<file path="src/sv/b64d_pkg.sv">
// ----------------------------------------------------------------------------
// b64d_pkg
// Shared types and constants of the base64 stream decoder.
// ----------------------------------------------------------------------------
package b64d_pkg;

  localparam logic [7:0] PAD_CHAR = 8'h3D;
  localparam logic [7:0] END_CHAR = 8'h00;

  // Job queue between front and back
  localparam int unsigned QDEPTH = 2;
  localparam int unsigned QPTR_W = $clog2(QDEPTH);

  // Bytes released by one character: byte0 goes out first, cnt is 1..3
  typedef struct packed {
    logic [2:0][7:0] bytes;
    logic [1:0]      cnt;
  } job_t;

  // Queue status seen by the back end
  typedef struct packed {
    logic empty;
    logic full;
  } q_status_t;

endpackage

</file>
<file path="src/sv/b64d_front.sv">
// ----------------------------------------------------------------------------
// b64d_front
// Classifies each character, updates the accumulator and emits a job with
// the bytes the character releases.
// ----------------------------------------------------------------------------
module b64d_front (
  input  logic             clk_i,
  input  logic             rst_ni,
  input  logic             in_valid_i,
  input  logic [7:0]       text_char_i,
  output logic             in_ready_o,
  input  logic             q_full_i,
  output logic             push_o,
  output b64d_pkg::job_t   job_o
);

  // Sextet decode: bit 6 set when the character is in the alphabet
  function automatic logic [6:0] sextet_of(input logic [7:0] c);
    logic [7:0] d;
    d = 8'd0;
    if (c >= 8'h41 && c <= 8'h5A) begin
      d = c - 8'h41;
      sextet_of = {1'b1, d[5:0]};
    end else if (c >= 8'h61 && c <= 8'h7A) begin
      d = c - 8'h47;
      sextet_of = {1'b1, d[5:0]};
    end else if (c >= 8'h30 && c <= 8'h39) begin
      d = c + 8'h04;
      sextet_of = {1'b1, d[5:0]};
    end else if (c == 8'h2B) begin
      sextet_of = {1'b1, 6'd62};
    end else if (c == 8'h2F) begin
      sextet_of = {1'b1, 6'd63};
    end else begin
      sextet_of = {1'b0, d[5:0]};
    end
  endfunction

  logic [23:0]    acc_q, acc_d;
  logic [1:0]     cnt_q, cnt_d;
  logic           pad_q, pad_d;
  logic           accept;
  logic [6:0]     sx;
  logic [23:0]    acc_sh;
  b64d_pkg::job_t flush_job;
  logic           flush_any;

  assign in_ready_o = !q_full_i;
  assign accept     = in_valid_i && !q_full_i;
  assign sx         = sextet_of(text_char_i);
  assign acc_sh     = {acc_q[17:0], sx[5:0]};

  // Tail flush of two or three pending characters
  always_comb begin
    flush_job.bytes = {8'd0, acc_q[9:2], acc_q[17:10]};
    flush_job.cnt   = 2'd2;
    flush_any       = 1'b1;
    case (cnt_q)
      2'd2: begin
        flush_job.bytes = {8'd0, 8'd0, acc_q[11:4]};
        flush_job.cnt   = 2'd1;
      end
      2'd3: begin
        flush_job.bytes = {8'd0, acc_q[9:2], acc_q[17:10]};
        flush_job.cnt   = 2'd2;
      end
      default: begin
        flush_any = 1'b0;
      end
    endcase
  end

  // Character classification and next state
  always_comb begin
    acc_d  = acc_q;
    cnt_d  = cnt_q;
    pad_d  = pad_q;
    job_o  = flush_job;
    push_o = 1'b0;
    if (accept) begin
      if (text_char_i == b64d_pkg::END_CHAR) begin
        push_o = flush_any && !pad_q;
        acc_d  = 24'd0;
        cnt_d  = 2'd0;
        pad_d  = 1'b0;
      end else if (pad_q) begin
        push_o = 1'b0;
      end else if (text_char_i == b64d_pkg::PAD_CHAR) begin
        push_o = flush_any;
        acc_d  = 24'd0;
        cnt_d  = 2'd0;
        pad_d  = 1'b1;
      end else if (sx[6]) begin
        if (cnt_q == 2'd3) begin
          job_o.bytes = {acc_sh[7:0], acc_sh[15:8], acc_sh[23:16]};
          job_o.cnt   = 2'd3;
          push_o      = 1'b1;
          acc_d       = 24'd0;
          cnt_d       = 2'd0;
        end else begin
          acc_d = acc_sh;
          cnt_d = cnt_q + 2'd1;
        end
      end
    end
  end

  // State registers
  always_ff @(posedge clk_i or negedge rst_ni) begin
    if (!rst_ni) begin
      acc_q <= 24'd0;
      cnt_q <= 2'd0;
      pad_q <= 1'b0;
    end else begin
      acc_q <= acc_d;
      cnt_q <= cnt_d;
      pad_q <= pad_d;
    end
  end

endmodule

</file>
<file path="src/sv/b64d_fifo.sv">
// ----------------------------------------------------------------------------
// b64d_fifo
// Short job queue that decouples the front end from the byte output.
// ----------------------------------------------------------------------------
module b64d_fifo (
  input  logic                  clk_i,
  input  logic                  rst_ni,
  input  logic                  push_i,
  input  b64d_pkg::job_t        job_i,
  input  logic                  pop_i,
  output b64d_pkg::job_t        job_o,
  output b64d_pkg::q_status_t   status_o
);

  localparam int unsigned CNT_W = b64d_pkg::QPTR_W + 1;

  b64d_pkg::job_t                  mem_q [b64d_pkg::QDEPTH];
  logic [b64d_pkg::QPTR_W-1:0]     wptr_q, rptr_q;
  logic [CNT_W-1:0]                cnt_q;
  logic                            do_push, do_pop;

  assign status_o.empty = (cnt_q == CNT_W'(0));
  assign status_o.full  = (cnt_q == CNT_W'(b64d_pkg::QDEPTH));
  assign do_push        = push_i && !status_o.full;
  assign do_pop         = pop_i && !status_o.empty;
  assign job_o          = mem_q[rptr_q];

  // Storage
  always_ff @(posedge clk_i) begin
    if (do_push) begin
      mem_q[wptr_q] <= job_i;
    end
  end

  // Pointers and fill count
  always_ff @(posedge clk_i or negedge rst_ni) begin
    if (!rst_ni) begin
      wptr_q <= '0;
      rptr_q <= '0;
      cnt_q  <= '0;
    end else begin
      if (do_push) begin
        wptr_q <= wptr_q + 1'b1;
      end
      if (do_pop) begin
        rptr_q <= rptr_q + 1'b1;
      end
      if (do_push && !do_pop) begin
        cnt_q <= cnt_q + CNT_W'(1);
      end else if (do_pop && !do_push) begin
        cnt_q <= cnt_q - CNT_W'(1);
      end
    end
  end

endmodule

</file>
<file path="src/sv/b64d_back.sv">
// ----------------------------------------------------------------------------
// b64d_back
// Holds one job and sends its bytes out one per cycle while out_ready_i is high, flagging the last.
// ----------------------------------------------------------------------------
module b64d_back (
  input  logic                 clk_i,
  input  logic                 rst_ni,
  input  b64d_pkg::job_t       job_i,
  input  b64d_pkg::q_status_t  q_status_i,
  output logic                 pop_o,
  output logic                 out_valid_o,
  input  logic                 out_ready_i,
  output logic [7:0]           out_byte_o,
  output logic                 run_last_o
);

  b64d_pkg::job_t job_q;
  logic [1:0]     idx_q;
  logic           valid_q;
  logic           load;

  assign out_valid_o = valid_q;
  assign run_last_o  = (idx_q == job_q.cnt - 2'd1);
  assign load        = !valid_q || (out_ready_i && run_last_o);
  assign pop_o       = load && !q_status_i.empty;

  // Byte select
  always_comb begin
    case (idx_q)
      2'd0:    out_byte_o = job_q.bytes[0];
      2'd1:    out_byte_o = job_q.bytes[1];
      2'd2:    out_byte_o = job_q.bytes[2];
      default: out_byte_o = job_q.bytes[0];
    endcase
  end

  // Control
  always_ff @(posedge clk_i or negedge rst_ni) begin
    if (!rst_ni) begin
      valid_q <= 1'b0;
      idx_q   <= 2'd0;
    end else if (load) begin
      valid_q <= !q_status_i.empty;
      idx_q   <= 2'd0;
    end else if (out_ready_i) begin
      idx_q <= idx_q + 2'd1;
    end
  end

  // Job payload
  always_ff @(posedge clk_i) begin
    if (pop_o) begin
      job_q <= job_i;
    end
  end

endmodule

</file>
<file path="src/sv/base64_stream_decoder_unit.sv">
// ----------------------------------------------------------------------------
// base64_stream_decoder_unit
// Base64 text decoder: one character in per item, decoded bytes out.
// ----------------------------------------------------------------------------
//  channel | signals                               | item
//  --------+---------------------------------------+---------------------------
//  in      | in_valid_i, in_ready_o, text_char_i   | one character code
//  out     | out_valid_o, out_ready_i, out_byte_o, | one byte, run_last_o marks
//          | run_last_o                            | the last of its character
//
// One character is taken per cycle while the two-entry job queue has room.
// Output runs at one byte per cycle while out_ready_i is high, so a full group
// of four characters yields three bytes from the output stage.
// Input reaches the output through the job queue and then the output stage.
// Reset clears the accumulator, pending count, pad flag, queue and output.
// ----------------------------------------------------------------------------
module base64_stream_decoder_unit (
  input  logic       clk_i,
  input  logic       rst_ni,
  input  logic       in_valid_i,
  output logic       in_ready_o,
  input  logic [7:0] text_char_i,
  output logic       out_valid_o,
  input  logic       out_ready_i,
  output logic [7:0] out_byte_o,
  output logic       run_last_o
);

  b64d_pkg::job_t      push_job, pop_job;
  b64d_pkg::q_status_t q_status;
  logic                push, pop;

  b64d_front u_front (
    .clk_i       (clk_i),
    .rst_ni      (rst_ni),
    .in_valid_i  (in_valid_i),
    .text_char_i (text_char_i),
    .in_ready_o  (in_ready_o),
    .q_full_i    (q_status.full),
    .push_o      (push),
    .job_o       (push_job)
  );

  b64d_fifo u_fifo (
    .clk_i    (clk_i),
    .rst_ni   (rst_ni),
    .push_i   (push),
    .job_i    (push_job),
    .pop_i    (pop),
    .job_o    (pop_job),
    .status_o (q_status)
  );

  b64d_back u_back (
    .clk_i       (clk_i),
    .rst_ni      (rst_ni),
    .job_i       (pop_job),
    .q_status_i  (q_status),
    .pop_o       (pop),
    .out_valid_o (out_valid_o),
    .out_ready_i (out_ready_i),
    .out_byte_o  (out_byte_o),
    .run_last_o  (run_last_o)
  );

endmodule

</file>
<file path="config.mk">
export PLATFORM = sky130hd
export DESIGN_NAME = base64_stream_decoder_unit
export DESIGN_NICKNAME = d
export VERILOG_FILES = /design/src/sv/b64d_pkg.sv /design/src/sv/b64d_front.sv /design/src/sv/b64d_fifo.sv /design/src/sv/b64d_back.sv /design/src/sv/base64_stream_decoder_unit.sv
export SDC_FILE = /design/constraint.sdc
export NUM_CORES = 1
export LEC_CHECK = 0
export ABC_AREA = 1
export BUFFER_PORTS_ARGS = -buffer_cell sky130_fd_sc_hd__clkbuf_2
export CORE_MARGIN = 2
export CORE_UTILIZATION = 63
export CTS_BUF_LIST = sky130_fd_sc_hd__clkbuf_4
export CTS_CLUSTER_SIZE = 20
export DETAILED_ROUTE_END_ITERATION = 10
export GPL_TIMING_DRIVEN = 0
export PLACE_DENSITY = 0.81
export SETUP_SLACK_MARGIN = 0.02
export SLEW_MARGIN = 10
export SYNTH_ARGS = -nofsm -noshare
export SYNTH_HDL_FRONTEND = slang
export SYNTH_SLANG_ARGS = --single-unit
</file>
<file path="constraint.sdc">
create_clock -name clk_i -period 5.1 [get_ports clk_i]
set_input_delay 0.255 -clock clk_i [delete_from_list [all_inputs] [get_ports clk_i]]
set_output_delay 0.255 -clock clk_i [all_outputs]
set_load 0.05 [all_outputs]
</file>
Word level (Yosys, flattened, before mapping)
Memory sizes are Yosys's and may differ from the RTL's. A register that Yosys moved wholly into a read port is not among the register bits.
Cells that the tools add are included.
Word-level totals
  output and inout bits: 11
  input port bits: 12
  memories: 1
  register bits: 28
  RAM bits: 52
Cells by class
  $lt $le $gt $ge: 6
  multiplexer cells: 39
  equal/unequal tests: 10
  add/sub/neg operators: 10
  reductions and logical operators: 25
Memory list
  u_fifo.mem_q: words 2, bits a word 26, read ports 1, clocked after Yosys merged registers in 1, write ports 1, line b64d_fifo.sv:17  | b64d_pkg::job_t mem_q [b64d_pkg::QDEPTH];
Operators with widths (count)
  2-to-1 mux 26 bit: 6
  2-to-1 mux 18 bit: 6
  2-to-1 mux 7 bit: 5
  equality test 8 x 6 -> 1 bit, second input constant: 3
  2-to-1 mux 2 bit: 9
  greater-or-equal comparator 8 x 7 -> 1 bit, second input constant: 2
  less-or-equal comparator 8 x 7 -> 1 bit, second input constant: 2
  case mux 8 bit (2 select lines): 1
  2-to-1 mux 1 bit: 12
  logical AND 1 bit: 11
  equality test 2 bit, second input constant: 4
  greater-or-equal comparator 8 x 6 -> 1 bit, second input constant: 1
  less-or-equal comparator 8 x 6 -> 1 bit, second input constant: 1
  logical NOT 8 bit: 1
  adder 2 x 1 -> 2 bit, second input constant: 3
  adder 6 x 3 -> 6 bit, second input constant: 1
  logical NOT 1 bit: 6
  subtractor 6 x 1 -> 6 bit, second input constant: 1
  subtractor 6 x 3 -> 6 bit, second input constant: 1
  nonzero test 2 bit: 2
  subtractor 2 x 1 -> 2 bit, second input constant: 2
  AND reduction 3 bit: 1
  nonzero test 3 bit: 1
  adder 1 bit, second input constant: 2
  other kinds (6): 6

Depth between registers and ports, before layout
  word-level depth: 16
  gate-level depth with buffers: 16
  depth with buffers taken out: 15

Hierarchy
Synthesis repeated with hierarchy kept, for this count alone.
Second synthesis, totals
  cells, all modules: 569
  area total of the unflattened synthesis: 5417.7 µm²
Modules (own cells, without submodules)
  b64d_fifo: instances 1, area an instance 2138.3 µm², cells each 167, sequential area each 1661.6 µm²
  b64d_front: instances 1, area an instance 2110.8 µm², cells each 310, sequential area each 525.5 µm²
  b64d_back: instances 1, area an instance 1168.6 µm², cells each 92, sequential area each 855.8 µm²

Least setup slack after synthesis
Ideal clock, no wire load.
  path type: register -> register
  start point: register u_back.idx_q[1]
  end point: register, netlist name u_back.job_q[0]
  stages on the path, launching flop included: 7
  path buffers: 0
  arrival time: 2.718 ns
  period minus slack after synthesis: 3.099 ns
  library setup time: 0.381 ns
  data required time: 4.719 ns
  setup slack: 2.001 ns
  cell sequence: dfrtp_1 > xnor2_1 > o21ai_0 > nor2_1 > nor2_1 > o21ai_0 > inv_1
Between the ends
  longest elaborated chain between the ends: 4
RTL lines
  start: declaration: line b64d_back.sv:18  | logic [1:0] idx_q;
  start signal: assignment: line b64d_back.sv:46  | idx_q <= idx_q + 2'd1;
  equality test 2 bit: line b64d_back.sv:23  | assign run_last_o = (idx_q == job_q.cnt - 2'd1);
  net run_last_o: line base64_stream_decoder_unit.sv:26  | output logic run_last_o
  logical AND 1 bit: line b64d_back.sv:24  | assign load = !valid_q || (out_ready_i && run_last_o);
  logical OR 1 bit: line b64d_back.sv:24
  logical AND 1 bit: line b64d_back.sv:25  | assign pop_o = load && !q_status_i.empty;
  net pop: line base64_stream_decoder_unit.sv:31  | logic push, pop;
The timed path passes the listed nets, and every way through them passes these cells.
A chain may end at the register's enable or synchronous reset.

Final worst setup path
  start point: register u_back.idx_q[0]
  end point: output out_byte_o[5]
Between the ends
  longest elaborated chain between the ends: 2
RTL lines
  equality test 2 bit / equality test 2 x 1 -> 1 bit (equally long branches): line b64d_back.sv:29  | case (idx_q)
  case mux 8 bit (2 select lines) (*): line b64d_back.sv:29
  end: declaration: line base64_stream_decoder_unit.sv:25  | output logic [7:0] out_byte_o,
Every way passes the cells marked *; elsewhere a longest branch is shown, timed or not.

==> metrics.txt <==
post-synthesis sequential area ratio=0.568; row cnt=33; gr ovfl total=0; CP max-delay cell=dfrtp_1; flops & latches, synth=106; commonest non-fill, non-tap cell in the layout=nand2_1; Clock Path Buffers=2; post-synth cell types=37; final period utilization=0.481; Num CTS Buffers=9; Core Area=8220 sq um; Via-to-Cell Ratio=5.23; met1 Track Usage GR=0.261; Max Cap Violations=0; gr busiest metal=met2; pwr dens=510 nW/um^2; antenna violations before repair=0; drt pass-1 iters=5; DRC=0; CTS tree=done; WP data arrival=2.20 ns; Synth Instances=560; worst hold-check path type=in -> reg; cells on worst reg2reg path=8; Sequential Area=3040 sq um; Max FO, Critical Path=10; Die Y=96.2 um; hold slack=0.0586 ns; multi-input logic area=2000 sq um; Worst-Skew Late Latency=0.44 ns; initial drt markers=149; post-synthesis instance area=5360 sq um; fin crit period=2.45 ns; M3 GR Usage=0.0352; Ant. Diodes=0; total via count in the routed design=3,683; Fin Setup TNS=0 ns; gpl congestion=0.977; nets=621; GR Util met2=0.416; cell mode on critical path=inv_1; Ys Warns=0; CP Class=reg -> out; Startpoint Class=register; family with the most delay on the worst path=buffers and inverters; most frequent cells in the layout=nand2_1 (195), edfxtp_1 (78), nor2_1 (59); Sink Count=106; maximum clock rate=0.408 GHz; worst slew pin tran=0.960 ns; Clk pin slew, worst setup/hold paths=0.15 ns; P_leak=2.56 nW; Data required, critical path=4.85 ns; global-route wire length before repair=15,600 um; die area=9260 sq um; status=complete, no violations; largest net degree at the start of global routing=29; CTS Root Cell=clkbuf_4; # H-tree levels=3; maximum vdd drop=0.000239 V; Final HPWL DP=7180 um; filler instances=636; crit-path cells=inv_1, ha_1, clkbuf_1, inv_1, nor2_1, a21oi_1, clkbuf_2; GRT Total Usage=0.226; clk_skew=0.0248 ns; slew margin rel.=0.359; final hold viol count=0; synthesis-to-layout area growth=7.68%; Mapped Nets=587; layout cells sized above 1=0.155; die span in x=96.2 um; vias in the first global route=3,516; Levels on crit path=7; IO Port Bufs=21; Starting Density=0.652; final setup vio count=0; max-slew violations=0; IO Pins=23; CP endpoint kind=output pin; crit-path max cell delay=0.46 ns; ANT nets after route=0; RSZ-0062 raised after global routing=false; buffers plus inverters on the worst setup path=4; Mean Syn Cell Area=9.57 sq um; Routed wire per std cell=13.5 um; WL final=9520 um; Hold Path Stages=3; Post-CTS Setup Inserts=0
## cell families after synthesis
group / after synthesis / share of synthesized area
and+or+nand+nor: 304 / 0.253
buffers and inverters: 70 / 0.0593
DFF: 106 / 0.568
AOI/OAI and AO/OA: 53 / 0.0656
xor gates and xnor gates: 12 / 0.0196
adders and majority gates: 15 / 0.0350
## power by group
part,leakage [nW],internal (W),switching [W]
registers,1.08,0.00120,0.000111
logic,1.40,0.000330,0.000872
clock network,0.0795,0.000162,0.000268
total,2.56,0.00169,0.00125
## through the flow
step                power [W]  cell area [sq um]  worst slack (ns)  utilization  instances
floorplan             0.00224               5360              2.00            -        560
global placement      0.00248               5600              1.51        0.681        686
detailed placement    0.00253               5610              2.32        0.683        687
CTS                   0.00295               5770              2.60        0.702        704
global route          0.00313               5770              2.40        0.702        704
finish                0.00294               5770              2.65        0.702        704
## final timing paths
kind	start	end	slack, ns
hold reg to reg	u_fifo.wptr_q	u_fifo.wptr_q	0.49
hold / removal	out_ready_i	u_back.idx_q[0]	0.06
max in group asynchronous	rst_ni	u_front.acc_q[0]	4.22
min in group asynchronous	rst_ni	u_fifo.rptr_q	0.40
setup reg to reg	u_front.cnt_q[0]	u_fifo.mem_q[0][15]	2.68
setup / recovery	u_back.idx_q[0]	out_byte_o[5]	2.65
## layer usage
metal	wire, um	vias up
met5	0	-
met4	173	0
met3	323	14
met2	5020	91
met1	4000	1698
li1	-	1880
## area by class of cell
cell class	count	area share
clock inverter	6	0.0126
inverter	52	0.0338
multi-input combinational	384	0.347
sequential	106	0.527
tap	105	0.0228
buffer	18	0.0212
timing repair buffer	23	0.0225
clock buffer	10	0.0130
## synth_stat cells, drive strengths merged
library cell / number / area [sq um]
nand2: 200 / 783
edfxtp: 78 / 2340
nor2: 67 / 284
inv: 51 / 191
dfrtp: 28 / 701
o21ai: 28 / 200
nand3: 25 / 180
a21oi: 23 / 126
ha: 15 / 188
buf: 13 / 104
xor2: 8 / 70.1
nand4: 6 / 58.8
clkbuf: 5 / 18.8
nor3: 4 / 36.3
xnor2: 4 / 35.0
a21boi: 1 / 18.8
a31oi: 1 / 6.26
clkinv: 1 / 3.75
nor4: 1 / 6.26
or2: 1 / 6.26
## registers in the layout (all words and copies together) (netlist names)
name,flops
u_front.pad_q,1
u_front.acc_q,18
u_back.idx_q,2
u_back.job_q,26
u_fifo.rptr_q,1
u_fifo.mem_q,52
u_back.out_valid_o,1
u_front.cnt_q,2
u_fifo.cnt_q,2
u_fifo.wptr_q,1
## what timing repair did
action                    4_1_cts  5_1_grt
hold buffers                    1        0
resized for setup               0        0
hold endpoints to repair       28        0
## worst min-delay path: stages
cell and delay (ns):
clkbuf_2 0.09, nand2_1 0.06, o21ai_0 0.06
(Power assumes the default switching activity.)
